--- src/sv/rvdec_pkg.sv ---
// RV32I decoder package: operation codes, opcode constants, result type and
// the single-pass decode function. No dependencies.
package rvdec_pkg;

	localparam int OpW = 6;
	localparam int RegW = 5;
	localparam int XLen = 32;

	// operation numbers
	localparam logic [OpW-1:0] OP_ADD   = 6'd0;
	localparam logic [OpW-1:0] OP_SUB   = 6'd1;
	localparam logic [OpW-1:0] OP_SLL   = 6'd2;
	localparam logic [OpW-1:0] OP_SLT   = 6'd3;
	localparam logic [OpW-1:0] OP_SLTU  = 6'd4;
	localparam logic [OpW-1:0] OP_XOR   = 6'd5;
	localparam logic [OpW-1:0] OP_SRL   = 6'd6;
	localparam logic [OpW-1:0] OP_SRA   = 6'd7;
	localparam logic [OpW-1:0] OP_OR    = 6'd8;
	localparam logic [OpW-1:0] OP_AND   = 6'd9;
	localparam logic [OpW-1:0] OP_ADDI  = 6'd10;
	localparam logic [OpW-1:0] OP_SLTI  = 6'd11;
	localparam logic [OpW-1:0] OP_SLTIU = 6'd12;
	localparam logic [OpW-1:0] OP_XORI  = 6'd13;
	localparam logic [OpW-1:0] OP_ORI   = 6'd14;
	localparam logic [OpW-1:0] OP_ANDI  = 6'd15;
	localparam logic [OpW-1:0] OP_JALR  = 6'd16;
	localparam logic [OpW-1:0] OP_LB    = 6'd17;
	localparam logic [OpW-1:0] OP_LH    = 6'd18;
	localparam logic [OpW-1:0] OP_LW    = 6'd19;
	localparam logic [OpW-1:0] OP_LBU   = 6'd20;
	localparam logic [OpW-1:0] OP_LHU   = 6'd21;
	localparam logic [OpW-1:0] OP_SLLI  = 6'd22;
	localparam logic [OpW-1:0] OP_SRLI  = 6'd23;
	localparam logic [OpW-1:0] OP_SRAI  = 6'd24;
	localparam logic [OpW-1:0] OP_BNE   = 6'd25;
	localparam logic [OpW-1:0] OP_BEQ   = 6'd26;
	localparam logic [OpW-1:0] OP_BLT   = 6'd27;
	localparam logic [OpW-1:0] OP_BGE   = 6'd28;
	localparam logic [OpW-1:0] OP_BLTU  = 6'd29;
	localparam logic [OpW-1:0] OP_BGEU  = 6'd30;
	localparam logic [OpW-1:0] OP_SB    = 6'd31;
	localparam logic [OpW-1:0] OP_SH    = 6'd32;
	localparam logic [OpW-1:0] OP_SW    = 6'd33;
	localparam logic [OpW-1:0] OP_JAL   = 6'd34;
	localparam logic [OpW-1:0] OP_LUI   = 6'd35;
	localparam logic [OpW-1:0] OP_AUIPC = 6'd36;
	localparam logic [OpW-1:0] OP_ECALL = 6'd37;
	localparam logic [OpW-1:0] OP_NONE  = 6'd38;

	// major opcodes
	localparam logic [6:0] OPC_REG    = 7'b0110011;
	localparam logic [6:0] OPC_IMM    = 7'b0010011;
	localparam logic [6:0] OPC_LOAD   = 7'b0000011;
	localparam logic [6:0] OPC_JALR   = 7'b1100111;
	localparam logic [6:0] OPC_BRANCH = 7'b1100011;
	localparam logic [6:0] OPC_STORE  = 7'b0100011;
	localparam logic [6:0] OPC_JAL    = 7'b1101111;
	localparam logic [6:0] OPC_LUI    = 7'b0110111;
	localparam logic [6:0] OPC_AUIPC  = 7'b0010111;
	localparam logic [6:0] OPC_SYSTEM = 7'b1110011;

	localparam logic [6:0] F7_BASE = 7'b0000000;
	localparam logic [6:0] F7_ALT  = 7'b0100000;

	localparam logic [XLen-1:0] ECALL_WORD = 32'd115;

	typedef struct packed {
		logic [OpW-1:0]         operation;
		logic [RegW-1:0]        dest_reg;
		logic [RegW-1:0]        src_reg_a;
		logic [RegW-1:0]        src_reg_b;
		logic signed [XLen-1:0] immediate;
		logic [XLen-1:0]        target;
		logic                   halt;
	} dec_t;

	function automatic dec_t decode(input logic [XLen-1:0] instr, input logic [XLen-1:0] pc);
		logic [XLen-1:0] w;
		logic [6:0]      opc;
		logic [2:0]      f3;
		logic [6:0]      f7;
		logic [XLen-1:0] imm_i, imm_s, imm_b, imm_j, imm_u;
		dec_t            r;
		// an all-zero word decodes as ECALL
		w = (instr == '0) ? ECALL_WORD : instr;
		opc = w[6:0];
		f3 = w[14:12];
		f7 = w[31:25];
		imm_i = {{20{w[31]}}, w[31:20]};
		imm_s = {{20{w[31]}}, w[31:25], w[11:7]};
		imm_b = {{19{w[31]}}, w[31], w[7], w[30:25], w[11:8], 1'b0};
		imm_j = {{11{w[31]}}, w[31], w[19:12], w[20], w[30:21], 1'b0};
		imm_u = {w[31:12], 12'b0};

		r.operation = OP_NONE;
		r.dest_reg = w[11:7];
		r.src_reg_a = w[19:15];
		r.src_reg_b = w[24:20];
		r.immediate = '0;
		r.target = '0;
		r.halt = 1'b0;

		case (opc)
			OPC_REG: begin
				case (f3)
					3'd0: begin
						if (f7 == F7_BASE) r.operation = OP_ADD;
						else if (f7 == F7_ALT) r.operation = OP_SUB;
					end
					3'd1: r.operation = OP_SLL;
					3'd2: r.operation = OP_SLT;
					3'd3: r.operation = OP_SLTU;
					3'd4: r.operation = OP_XOR;
					3'd5: begin
						if (f7 == F7_BASE) r.operation = OP_SRL;
						else if (f7 == F7_ALT) r.operation = OP_SRA;
					end
					3'd6: r.operation = OP_OR;
					default: r.operation = OP_AND;
				endcase
			end
			OPC_IMM: begin
				case (f3)
					3'd0: r.operation = OP_ADDI;
					3'd1: if (f7 == F7_BASE) r.operation = OP_SLLI;
					3'd2: r.operation = OP_SLTI;
					3'd3: r.operation = OP_SLTIU;
					3'd4: r.operation = OP_XORI;
					3'd5: begin
						if (f7 == F7_BASE) r.operation = OP_SRLI;
						else if (f7 == F7_ALT) r.operation = OP_SRAI;
					end
					3'd6: r.operation = OP_ORI;
					default: r.operation = OP_ANDI;
				endcase
				if (r.operation != OP_NONE) r.immediate = imm_i;
			end
			OPC_JALR: begin
				if (f3 == 3'd0) begin
					r.operation = OP_JALR;
					r.immediate = imm_i;
				end
			end
			OPC_LOAD: begin
				case (f3)
					3'd0: r.operation = OP_LB;
					3'd1: r.operation = OP_LH;
					3'd2: r.operation = OP_LW;
					3'd4: r.operation = OP_LBU;
					3'd5: r.operation = OP_LHU;
					default: r.operation = OP_NONE;
				endcase
				if (r.operation != OP_NONE) r.immediate = imm_i;
			end
			OPC_BRANCH: begin
				case (f3)
					3'd0: r.operation = OP_BEQ;
					3'd1: r.operation = OP_BNE;
					3'd4: r.operation = OP_BLT;
					3'd5: r.operation = OP_BGE;
					3'd6: r.operation = OP_BLTU;
					3'd7: r.operation = OP_BGEU;
					default: r.operation = OP_NONE;
				endcase
				if (r.operation != OP_NONE) begin
					r.immediate = imm_b;
					r.target = pc + imm_b;
				end
			end
			OPC_STORE: begin
				case (f3)
					3'd0: r.operation = OP_SB;
					3'd1: r.operation = OP_SH;
					3'd2: r.operation = OP_SW;
					default: r.operation = OP_NONE;
				endcase
				if (r.operation != OP_NONE) r.immediate = imm_s;
			end
			OPC_JAL: begin
				r.operation = OP_JAL;
				r.immediate = imm_j;
				r.target = pc + imm_j;
			end
			OPC_LUI: begin
				r.operation = OP_LUI;
				r.immediate = imm_u;
			end
			OPC_AUIPC: begin
				r.operation = OP_AUIPC;
				r.immediate = imm_u;
			end
			OPC_SYSTEM: begin
				// any system encoding is taken as ECALL
				r.operation = OP_ECALL;
				r.halt = 1'b1;
			end
			default: r.operation = OP_NONE;
		endcase
		return r;
	endfunction

endpackage

--- src/sv/rv32i_instruction_decoder.sv ---
// RV32I instruction decoder top level: input register, decode logic, result register.
// Depends on rvdec_pkg (decode function, result type, operation codes).
//
// Channel  Dir  Handshake          Payload
// s_*      in   s_tvalid/s_tready  s_tdata: instruction, pc
// m_*      out  m_tvalid/m_tready  m_tdata: operation .. target; m_tuser: halt
//
// Two register stages; an input transfer loads the input register, and the decoded
// result is registered when the output stage can advance. One instruction per cycle
// sustained without output stalls; the 32-bit pc-plus-offset add sets the path.
// Reset clears both stage valid bits only.
// A stalled output holds its result; the input stage keeps taking words until it is full.
module rv32i_instruction_decoder (
	input  logic        clk,
	input  logic        arst_n,
	input  logic        s_tvalid,
	output logic        s_tready,
	input  logic [63:0] s_tdata,   // [31:0] instruction, [63:32] pc
	output logic        m_tvalid,
	input  logic        m_tready,
	output logic [87:0] m_tdata,   // [5:0] operation, [10:6] dest_reg, [15:11] src_reg_a,
	                               // [20:16] src_reg_b, [52:21] immediate, [84:53] target,
	                               // [87:85] zero
	output logic        m_tuser    // [0] halt
);
	import rvdec_pkg::*;

	logic            valid_s1;
	logic [XLen-1:0] instr_s1;
	logic [XLen-1:0] pc_s1;
	logic            valid_s2;
	dec_t            res_s2;
	dec_t            dec;
	logic            adv_s2;

	assign adv_s2 = !valid_s2 || m_tready;
	assign s_tready = !valid_s1 || adv_s2;

	always_ff @(posedge clk or negedge arst_n) begin
		if (!arst_n) begin
			valid_s1 <= 1'b0;
			valid_s2 <= 1'b0;
		end else begin
			if (s_tready) valid_s1 <= s_tvalid;
			if (adv_s2) valid_s2 <= valid_s1;
		end
	end

	always_ff @(posedge clk) begin
		if (s_tvalid && s_tready) begin
			instr_s1 <= s_tdata[31:0];
			pc_s1 <= s_tdata[63:32];
		end
		if (adv_s2 && valid_s1) res_s2 <= dec;
	end

	assign dec = decode(instr_s1, pc_s1);

	assign m_tvalid = valid_s2;
	assign m_tdata = {3'b000, res_s2.target, res_s2.immediate, res_s2.src_reg_b,
		res_s2.src_reg_a, res_s2.dest_reg, res_s2.operation};
	assign m_tuser = res_s2.halt;

`ifndef SYNTHESIS
	a_halt_is_ecall: assert property (@(posedge clk) disable iff (!arst_n)
		m_tvalid && m_tuser |-> res_s2.operation == OP_ECALL)
		else $error("halt without ECALL");

	a_target_only_jumps: assert property (@(posedge clk) disable iff (!arst_n)
		m_tvalid && res_s2.target != '0 |->
			(res_s2.operation >= OP_BNE && res_s2.operation <= OP_BGEU) ||
			res_s2.operation == OP_JAL)
		else $error("target set for non-branch operation");

	a_full_stall: assert property (@(posedge clk) disable iff (!arst_n)
		valid_s1 && valid_s2 && !m_tready |-> !s_tready)
		else $error("input taken while both stages are blocked");

	a_stage_moves: assert property (@(posedge clk) disable iff (!arst_n)
		valid_s1 && adv_s2 |=> valid_s2)
		else $error("decoded word lost between stages");
`endif

endmodule
--- config.mk ---
export PLATFORM = sky130hd
export DESIGN_NAME = rv32i_instruction_decoder
export DESIGN_NICKNAME = d
export VERILOG_FILES = /design/src/sv/rvdec_pkg.sv /design/src/sv/rv32i_instruction_decoder.sv
export SDC_FILE = /design/constraint.sdc
export NUM_CORES = 1
export LEC_CHECK = 0
export CORE_AREA = 3 3 119 236
export CTS_CLUSTER_SIZE = 16
export DETAILED_ROUTE_END_ITERATION = 8
export DIE_AREA = 0 0 122 239
export DONT_BUFFER_PORTS = 1
export PLACE_DENSITY = 0.43
export REMOVE_ABC_BUFFERS = 1
export SYNTH_ARGS = -nofsm -noshare
export SYNTH_HDL_FRONTEND = slang
export SYNTH_SLANG_ARGS = --single-unit
--- constraint.sdc ---
create_clock -name clk -period 6.8 [get_ports clk]
set_clock_uncertainty 0.15 [all_clocks]
set_input_delay 1.36 -clock clk [delete_from_list [all_inputs] [get_ports clk]]
set_output_delay 1.36 -clock clk [all_outputs]
set_load 0.1 [all_outputs]
==> impl_results.md, run 1 <==
* Slowest cell on the critical path: nand3b_1
* Area share of the largest cell type after synthesis at 0.517
* Core ar. at 0.0264 mm^2
* Fin crit share at 0.582
* Met2 Use GR at 0.366
* Status: complete, no violations
* CP top delay family: simple AND/OR/NAND/NOR gates
* Sum Neg Setup Slack at 0 ns
* Max-slew violations at 0
* Antenna Cells at 0
* Synth unique cells at 73
* Largest net degree at the start of global routing at 65
* Post-route minimum period at 3.96 ns
* Fin. Hold Viols at 0
* Mean routed wirelength per cell at 24.3 um
* Sequential cell area fraction in the yosys report at 0.523
* Standard-cell rows at 84
* Die Ht at roughly 240 um
* TritonCTS clock tree: built
* Syn_area_per_cell at around 11 um^2
* Worst min-delay path category: reg -> reg
* Met3 Use GR at 0.0381
* Global route hottest layer: met2
* First-pass detailed-route iteration total at 5
* I/O Buffers at 0
* Critical path arrival at ~2.5 ns
* Synth area leaders: edfxtp_1, ha_1, a21o_1
* Nets at between 800 and 900
* Gr usage total at 0.189
* Layout fillers at between 2000 and 3000
* Fraction of layout cells with a size suffix above 1 at 0.0663
* CP Launch Type: register
* Via Count at around 6400
* Footprint of the multi-input gates at 0.00381 mm^2
* Slowest cell delay on critical path at between 1 and 1.5 ns
* Final setup viols at 0
* Seq cells post-synth at 152
* Initial Utilization at 0.330
* VDD IR max at 0.000147 V
* Clock transition at path regs at ~0.07 ns
* CP Data Required Time at around 5.3 ns
* Peak fanout along the critical path at 3
* Commonest register cell after synthesis: edfxtp_1
* Vias in the first global route at ~6500
* FMAX at approximately 250 MHz
* Skew-Pair Late Insertion Delay at 0.45 ns
* Num CTS Buffers at 17
* Top-count cell post-synth: edfxtp_1
* Vias/cell at around 5.7
* Post-CTS Setup Bufs at 0
* Crit path buf inv count at 0
* Final GP Congestion at between 0.8 and 0.9
* Post-route ant nets at 0
* Final core occ at 0.363
* Die width at about 120 um
* Async S/R FF share, synth at 0.0132
* RSZ-0062 raised after global routing: no
* Worst Tran Pin Value at about 1.1 ns
* Resized cells post-CTS at 0
* Hold_buf cts at 0
* Full die area at just under 0.03 mm^2
* I/O pin total at between 150 and 200
* Setup crit end kind: output pin
* Leakage at 3.66 nW
* Cell Pwr Density at between 200 and 300 mW/mm^2
* MaxCap Viol Count at 0
* Grt total ovfl at 0
* Area of the mapped netlist at around 0.0087 mm^2
* Pre-CTS WS at roughly 3.0 ns
* Post-synth top area cell: edfxtp_1
* H-tree levels at 4
* Max clock buf depth at 2
* Area growth from synthesis to layout at 9.84%
* Number of synthesized flops with an enable pin at 150
* Final worst slack at between 2 and 3 ns
* Clk sinks at ~150
* Slew Limit Headroom at 0.246
* # DRC at 0
* CTS Root Buffer Type: clkbuf_16
* Setup CP Type: reg -> out
* Met1 track demand over resource at 0.186
* DRT Wirelength at roughly 27 mm
* Starting DRT DRC Count at 445
* List of most frequent post-synthesis cells: edfxtp_1, clkbuf_1, nand2_1
* Synth Warn # at 0
* Post-DP HPWL at 20.4 mm
* Initial antenna violation count at 1
* Mapped Cells at about 810
* First-pass GRT wire length at between 40 and 50 mm
* Register area at roughly 0.0046 mm^2
* Cells along the critical path: nand3b_1
==> placed cells by master, fill, tap and decap left out, types with 8 or more instances in the layout <==
cell type,n
clkbuf_16,17
o22ai_1,15
nand3_1,14
a21oi_1,53
a221oi_1,8
nor4_1,9
o21a_1,13
ha_1,42
xor2_1,12
nor3_1,17
nand2b_1,11
inv_1,24
xnor2_1,8
edfxtp_1,150
a22o_1,8
o21ai_0,41
nand4_1,10
and2_1,16
nand2_1,57
a31oi_1,10
a211oi_1,8
nor2_1,53
a21o_1,40
or3_1,9
==> layer usage <==
layer / part of all wire / vias to the layer above
met5: 0.00073 / -
met4: 0.037 / 2
met3: 0.037 / 53
met2: 0.57 / 194
met1: 0.35 / 3134
li1: - / 3022
==> flip-flops by register name, indices dropped and copies added (netlist names) <==
register  count
m_tdata      85
instr_s1     32
pc_s1        32
m_tuser       1
m_tvalid      1
valid_s1      1
==> stage by stage <==
stage	total power, mW	hold WS (ns)	area, um^2	instances
global placement	1.82	0.324	8930	1096
detailed placement	1.82	0.341	8930	1096
CTS	2.85	0.360	9560	1128
floorplan	1.70	0.299	8450	745
finish	2.82	0.360	9560	1128
global route	2.93	0.372	9560	1128
==> logic make-up after synthesis <==
group | Yosys count | synth area share
buffers and inverters | 89 | 0.0410
DFF | 152 | 0.523
other | 1 | 0.000431
muxes | 6 | 0.00704
xor gates and xnor gates | 21 | 0.0220
AOI/OAI and AO/OA | 269 | 0.212
adders and majority gates | 45 | 0.0661
and+or+nand+nor | 225 | 0.128
==> area by class of cell <==
class                   instances  share of cell area
well taps                     344              0.0450
clock inverters                15              0.0212
multi-input cells             569               0.398
inverters                      24             0.00942
repair buffers                  7             0.00550
flip-flops and latches        152               0.476
clock buffers                  17              0.0445
==> path summary, 6_finish.rpt <==
| check | from | end | slack [ns] | cells past startpoint |
|---|---|---|---|---|
| max in group asynchronous | arst_n | m_tvalid | 5.99 | 0 |
| setup reg to reg | instr_s1[8] | m_tdata[76] | 3.03 | 11 |
| hold reg to reg | valid_s1 | m_tvalid | 0.36 | 1 |
| min in group asynchronous | arst_n | valid_s1 | 0.45 | 0 |
| setup / recovery | m_tvalid | s_tready | 2.84 | 1 |
| hold / removal | valid_s1 | m_tvalid | 0.36 | 1 |
==> where the power goes <==
part,total (mW),internal (mW),leakage [nW],switching (mW)
registers,1.42,1.11,1.49,0.311
logic,0.377,0.128,1.87,0.249
clock network,1.02,0.592,0.303,0.426
No activity file was read; power rests on OpenSTA's default activity.
==> inputs of run 2 (changes only) <==
==> constraint.sdc (replaced) <==
create_clock -name clk -period 3.9 [get_ports clk]
set_clock_uncertainty 0.15 [all_clocks]
set_input_delay 0.78 -clock clk [delete_from_list [all_inputs] [get_ports clk]]
set_output_delay 0.78 -clock clk [all_outputs]
set_load 0.1 [all_outputs]
==> impl_results.md, run 2 (same netlist as run 1, synthesis figures left out) <==
* Status: complete, no violations
* Pre-CTS WS at 0.197 ns
* Final setup viols at 0
* Slew Limit Headroom at 0.308
* Max clock buf depth at 2
* Nets at just over 900
* Full die area at 0.0292 mm^2
* Final core occ at 0.371
* Vias/cell at between 5 and 6
* # DRC at 0
* Critical path arrival at 3.70 ns
* Met1 track demand over resource at 0.196
* Setup CP Type: reg -> reg
* MaxCap Viol Count at 0
* Layout fillers at 2567
* DP Area at a little over 0.009 mm^2
* Post-route minimum period at about 3.7 ns
* Hold EP: pc_s1[29]
* Slowest cell on the critical path: o31a_1
* CP top delay family: compound AO/OA/AOI/OAI gates
* Final GP Congestion at 0.867
* I/O pin total at roughly 160
* RSZ-0062 raised after global routing: no
* Setup crit end kind: register
* RR Endpoint: m_tdata[76]
* TritonCTS clock tree: built
* Num CTS Buffers at 17
* Core ar. at roughly 0.026 mm^2
* Gr usage total at 0.197
* H-tree levels at 4
* Footprint of the multi-input gates at about 0.0038 mm^2
* Worst Tran Pin Value at between 1 and 1.5 ns
* First-pass GRT wire length at between 40 and 50 mm
* Die width at between 100 and 150 um
* CTS Root Buffer Type: clkbuf_16
* Post-route cell area at roughly 0.0098 mm^2
* Cell Pwr Density at approximately 500 mW/mm^2
* Register area at ~0.0046 mm^2
* FMAX at between 200 and 300 MHz
* Peak fanout along the critical path at 10
* Clock transition at path regs at approximately 0.07 ns
* Fin crit share at 0.936
* Slowest cell delay on critical path at around 0.44 ns
* Initial Utilization at 0.330
* Crit path buf inv count at 1
* Global route hottest layer: met2
* First-pass detailed-route iteration total at 7
* Skew-Pair Late Insertion Delay at 0.45 ns
* Max reg flops at between 80 and 90
* I/O Buffers at 0
* Met3 Use GR at 0.0407
* Area growth from synthesis to layout at 12.3%
* Reg-to-reg startpoint: instr_s1[8]
* Fraction of layout cells with a size suffix above 1 at 0.0962
* Most frequent cells in the layout: edfxtp_1, nand2_1, nor2_1, a21oi_1, ha_1
* Worst reg2reg setup slack at 0.25 ns
* Largest net degree at the start of global routing at 58
* Die Ht at between 200 and 250 um
* Mean routed wirelength per cell at between 20 and 25 um
* VDD IR max at 0.000311 V
* Final worst slack at around 0.25 ns
* Resized cells post-CTS at 0
* Clk sinks at between 150 and 200
* Hold_sp: s_tdata[61]
* DRT Wirelength at roughly 28 mm
* Fin. Hold Viols at 0
* Antenna Cells at 0
* Standard-cell rows at 84
* Grt total ovfl at 0
* Post-route ant nets at 0
* CP Launch Type: register
* Path depth of the worst reg2reg path at 11
* Hold Crit Depth at 0
* Worst min-delay path category: in -> reg
* Initial antenna violation count at 1
* Post-DP HPWL at ~21 mm
* Via Count at 6614
* Vias in the first global route at 6624
* Max-slew violations at 0
* Commonest non-fill, non-tap cell in the layout: edfxtp_1
* Sum Neg Setup Slack at 0 ns
* CP Data Required Time at a little under 4 ns
* Met2 Use GR at 0.386
* Starting DRT DRC Count at around 470
* Leakage at about 3.8 nW
* Cells along the critical path: ha_1 > inv_1 > fa_1 > nand2b_1 > a211oi_1 > o21ai_1 > a31o_1 > o211a_1 > o31a_1 > o2111a_1 > or3_1
* Hold slack at 0.271 ns
## run 2: cell type report
| class | instances | area share |
|---|---|---|
| sequential | 152 | 0.466 |
| multi-input combinational | 569 | 0.389 |
| tap | 344 | 0.0440 |
| clock buffer | 17 | 0.0435 |
| timing repair buffer | 34 | 0.0289 |
| clock inverter | 15 | 0.0189 |
| inverter | 24 | 0.00922 |
## run 2: timing repair
| item | 4_1_cts | 5_1_grt |
|---|---|---|
| endpoints found under the hold margin | 2 | 0 |
| hold buffers | 1 | 0 |
| buffers inserted | 0 | 0 |
## run 2: worst register-to-register path, delay by kind of cell, from the launching register on
family	cells	cell delay [ns]
AOI/OAI and AO/OA	6	1.66
adders and majority gates	2	0.59
and+or+nand+nor	2	0.54
DFF	1	0.41
buffers and inverters	1	0.06
## run 2: through the flow
| step | cells | power [mW] |
|---|---|---|
| detailed placement | 1122 | 3.21 |
| floorplan | 745 | 2.96 |
| global placement | 1122 | 3.21 |
| finish | 1155 | 4.88 |
| CTS | 1155 | 4.95 |
| global route | 1155 | 5.09 |
## run 2: per-layer routing
layer	share of wire	vias to the layer above
met5	0.00046	-
met4	0.034	2
met3	0.035	53
met2	0.58	209
met1	0.35	3271
li1	-	3079
## run 2: worst max path at each step
stage                     start          end  depth (start not counted)
floorplan              m_tvalid  instr_s1[0]                          2
global placement    instr_s1[8]  m_tdata[76]                         11
detailed placement  instr_s1[8]  m_tdata[76]                         11
CTS                 instr_s1[8]  m_tdata[76]                         11
global route        instr_s1[8]  m_tdata[76]                         11
finish              instr_s1[8]  m_tdata[76]                         11
## run 2: power breakdown
group / internal [mW] / switching [mW] / total, mW / leakage (nW)
clock network: 0.969 / 0.744 / 1.71 / 0.294
logic: 0.248 / 0.455 / 0.703 / 2.00
registers: 1.93 / 0.534 / 2.47 / 1.49
total: 3.15 / 1.73 / 4.88 / 3.78
==> inputs of run 3 (changes only) <==
--- a/config.mk
+++ b/config.mk
@@ -6,6 +6,7 @@
 export NUM_CORES = 1
 export LEC_CHECK = 0
 export CORE_AREA = 3 3 119 236
+export CTS_BUF_LIST = sky130_fd_sc_hd__clkbuf_16
 export CTS_CLUSTER_SIZE = 16
 export DETAILED_ROUTE_END_ITERATION = 8
 export DIE_AREA = 0 0 122 239
==> constraint.sdc (replaced) <==
create_clock -name clk -period 4 [get_ports clk]
set_clock_uncertainty 0.15 [all_clocks]
set_input_delay 0.8 -clock clk [delete_from_list [all_inputs] [get_ports clk]]
set_output_delay 0.8 -clock clk [all_outputs]
set_load 0.1 [all_outputs]
==> impl_results.md, run 3 (same netlist as run 1, synthesis figures left out) <==
* Hold EP: pc_s1[23]
* Fin. Hold Viols at 0
* Mean routed wirelength per cell at approximately 25 um
* Inst Count DP at about 1100
* DRT Wirelength at between 20 and 30 mm
* Core ar. at 0.0264 mm^2
* Post-route minimum period at 3.76 ns
* Sum Neg Setup Slack at 0 ns
* Final GP Congestion at around 0.87
* Setup CP Type: reg -> reg
* Die width at 122 um
* Resized cells post-CTS at 0
* First-pass detailed-route iteration total at 4
* Layout Cells excl Fill at between 1000 and 1500
* Nets at about 910
* Status: complete, no violations
* Hold_sp: s_tdata[55]
* Full die area at approximately 0.029 mm^2
* Part of the power in combinational logic at 0.145
* Initial Utilization at 0.330
* Path depth of the worst reg2reg path at 11
* CP Launch Type: register
* FMAX at 266 MHz
* Slew Limit Headroom at 0.350
* Pre-CTS WS at 0.303 ns
* Worst Tran Pin Value at 0.967 ns
* CTS Root Buffer Type: clkbuf_16
* TritonCTS clock tree: built
* Fraction of layout cells with a size suffix above 1 at 0.0917
* Gr usage total at 0.199
* RR Endpoint: m_tdata[76]
* H-tree levels at 4
* Post-DP HPWL at around 22 mm
* Cell Pwr Density at 483 mW/mm^2
* Clk pwr share at 0.342
* Int Pwr at 2.95 mW
* Clk sinks at 152
* Fin crit share at 0.940
* Reg-to-reg startpoint: instr_s1[8]
* First-pass GRT wire length at around 42 mm
* Hold Crit Depth at 0
* Starting DRT DRC Count at approximately 440
* Vias/cell at roughly 5.7
* Net Sw Power at ~1.7 mW
* I/O Buffers at 0
* Skew-Pair Late Insertion Delay at between 0.4 and 0.5 ns
* VDD IR max at approximately 0.00023 V
* Hold_buf cts at 1
* Most frequent cells in the layout: edfxtp_1, nand2_1, nor2_1, a21oi_1, ha_1
* Peak fanout along the critical path at 10
* Num CTS Buffers at 17
* Sequential share of power at 0.513
* # DRC at 0
* Setup crit end kind: register
* Layout fillers at around 2600
* Via Count at 6540
* Standard-cell rows at 84
* Grt total ovfl at 0
* DP Area at 0.00913 mm^2
* Clock transition at path regs at roughly 0.07 ns
* Final worst slack at roughly 0.24 ns
* Final setup viols at 0
* Post-route cell area at just under 0.01 mm^2
* Switching share of power at 0.371
* Max-slew violations at 0
* Commonest non-fill, non-tap cell in the layout: edfxtp_1
* Leakage at 3.75 nW
* I/O pin total at ~160
* Worst reg2reg setup slack at around 0.24 ns
* Post-route ant nets at 0
* Worst min-delay path category: in -> reg
* Initial antenna violation count at 1
* Die Ht at 239 um
* Critical path arrival at approximately 3.8 ns
* Max clock buf depth at 2
* Largest net degree at the start of global routing at 51
* Max reg flops at 85
* Post-CTS Setup Bufs at 0
* CP Data Required Time at roughly 4.1 ns
* Area growth from synthesis to layout at 11.6%
* Vias in the first global route at between 6000 and 7000
* MaxCap Viol Count at 0
* RSZ-0062 raised after global routing: no
-- run 3: cell types whose count changed in the layout (fill, tap and decap cells not counted) --
cell	before	now
diode_2	0	1
buf_4	31	27
inv_6	2	6
clkinv_4	3	0
clkinv_8	1	3
bufinv_16	2	0
inv_8	4	3
-- run 3: critical path, stage by stage, from the launching register on --
cell      delay, ns
edfxtp_1       0.44
ha_1           0.21
inv_1          0.06
fa_1           0.39
nand2b_1       0.18
a211oi_1       0.31
o21ai_1        0.15
a31o_1         0.25
o211a_1        0.22
o31a_1         0.45
o2111a_1       0.29
or3_1          0.38
-- run 3: how the worst max path moves through the flow --
stage	from	endpoint	slack, ns
after floorplan	m_tvalid	instr_s1[0]	0.05
after global placement	instr_s1[8]	m_tdata[76]	0.43
after detailed placement	instr_s1[8]	m_tdata[76]	0.30
after CTS	instr_s1[8]	m_tdata[76]	0.28
after global routing	instr_s1[21]	m_tdata[76]	0.06
final	instr_s1[8]	m_tdata[76]	0.24
-- run 3: per-stage QoR --
step / util / power [mW] / hold WS, ns
finish: 0.368 / 4.69 / 0.285
global route: 0.368 / 4.88 / 0.260
CTS: 0.368 / 4.74 / 0.256
detailed placement: 0.346 / 3.12 / 0.332
global placement: 0.346 / 3.12 / 0.322
floorplan: - / 2.89 / 0.299
-- run 3: layer usage --
layer / part of all wire / up-vias / global-route usage
met5: 0.00045 / - / 0
met1: 0.34 / 3243 / 0.192
li1: - / 3061 / -
met4: 0.033 / 2 / 0.0836
met3: 0.032 / 45 / 0.0398
met2: 0.59 / 189 / 0.396
-- run 3: layout make-up --
cell class,count,area (um^2),share of cell area
sequential,152,4550,0.469
clock inverter,15,155,0.0160
tap,344,430,0.0443
clock buffer,17,425,0.0438
inverter,24,90.1,0.00927
timing repair buffer,30,253,0.0260
multi-input combinational,569,3810,0.392
antenna,1,2.50,0.000257
-- run 3: power by group through the flow --
stage / Combinational, mW / Clock, mW / Sequential (mW)
finish: 0.682 / 1.60 / 2.41
detailed placement: 0.676 / 0 / 2.45
global route: 0.750 / 1.71 / 2.42
floorplan: 0.471 / 0 / 2.42
CTS: 0.681 / 1.65 / 2.41
global placement: 0.672 / 0 / 2.45
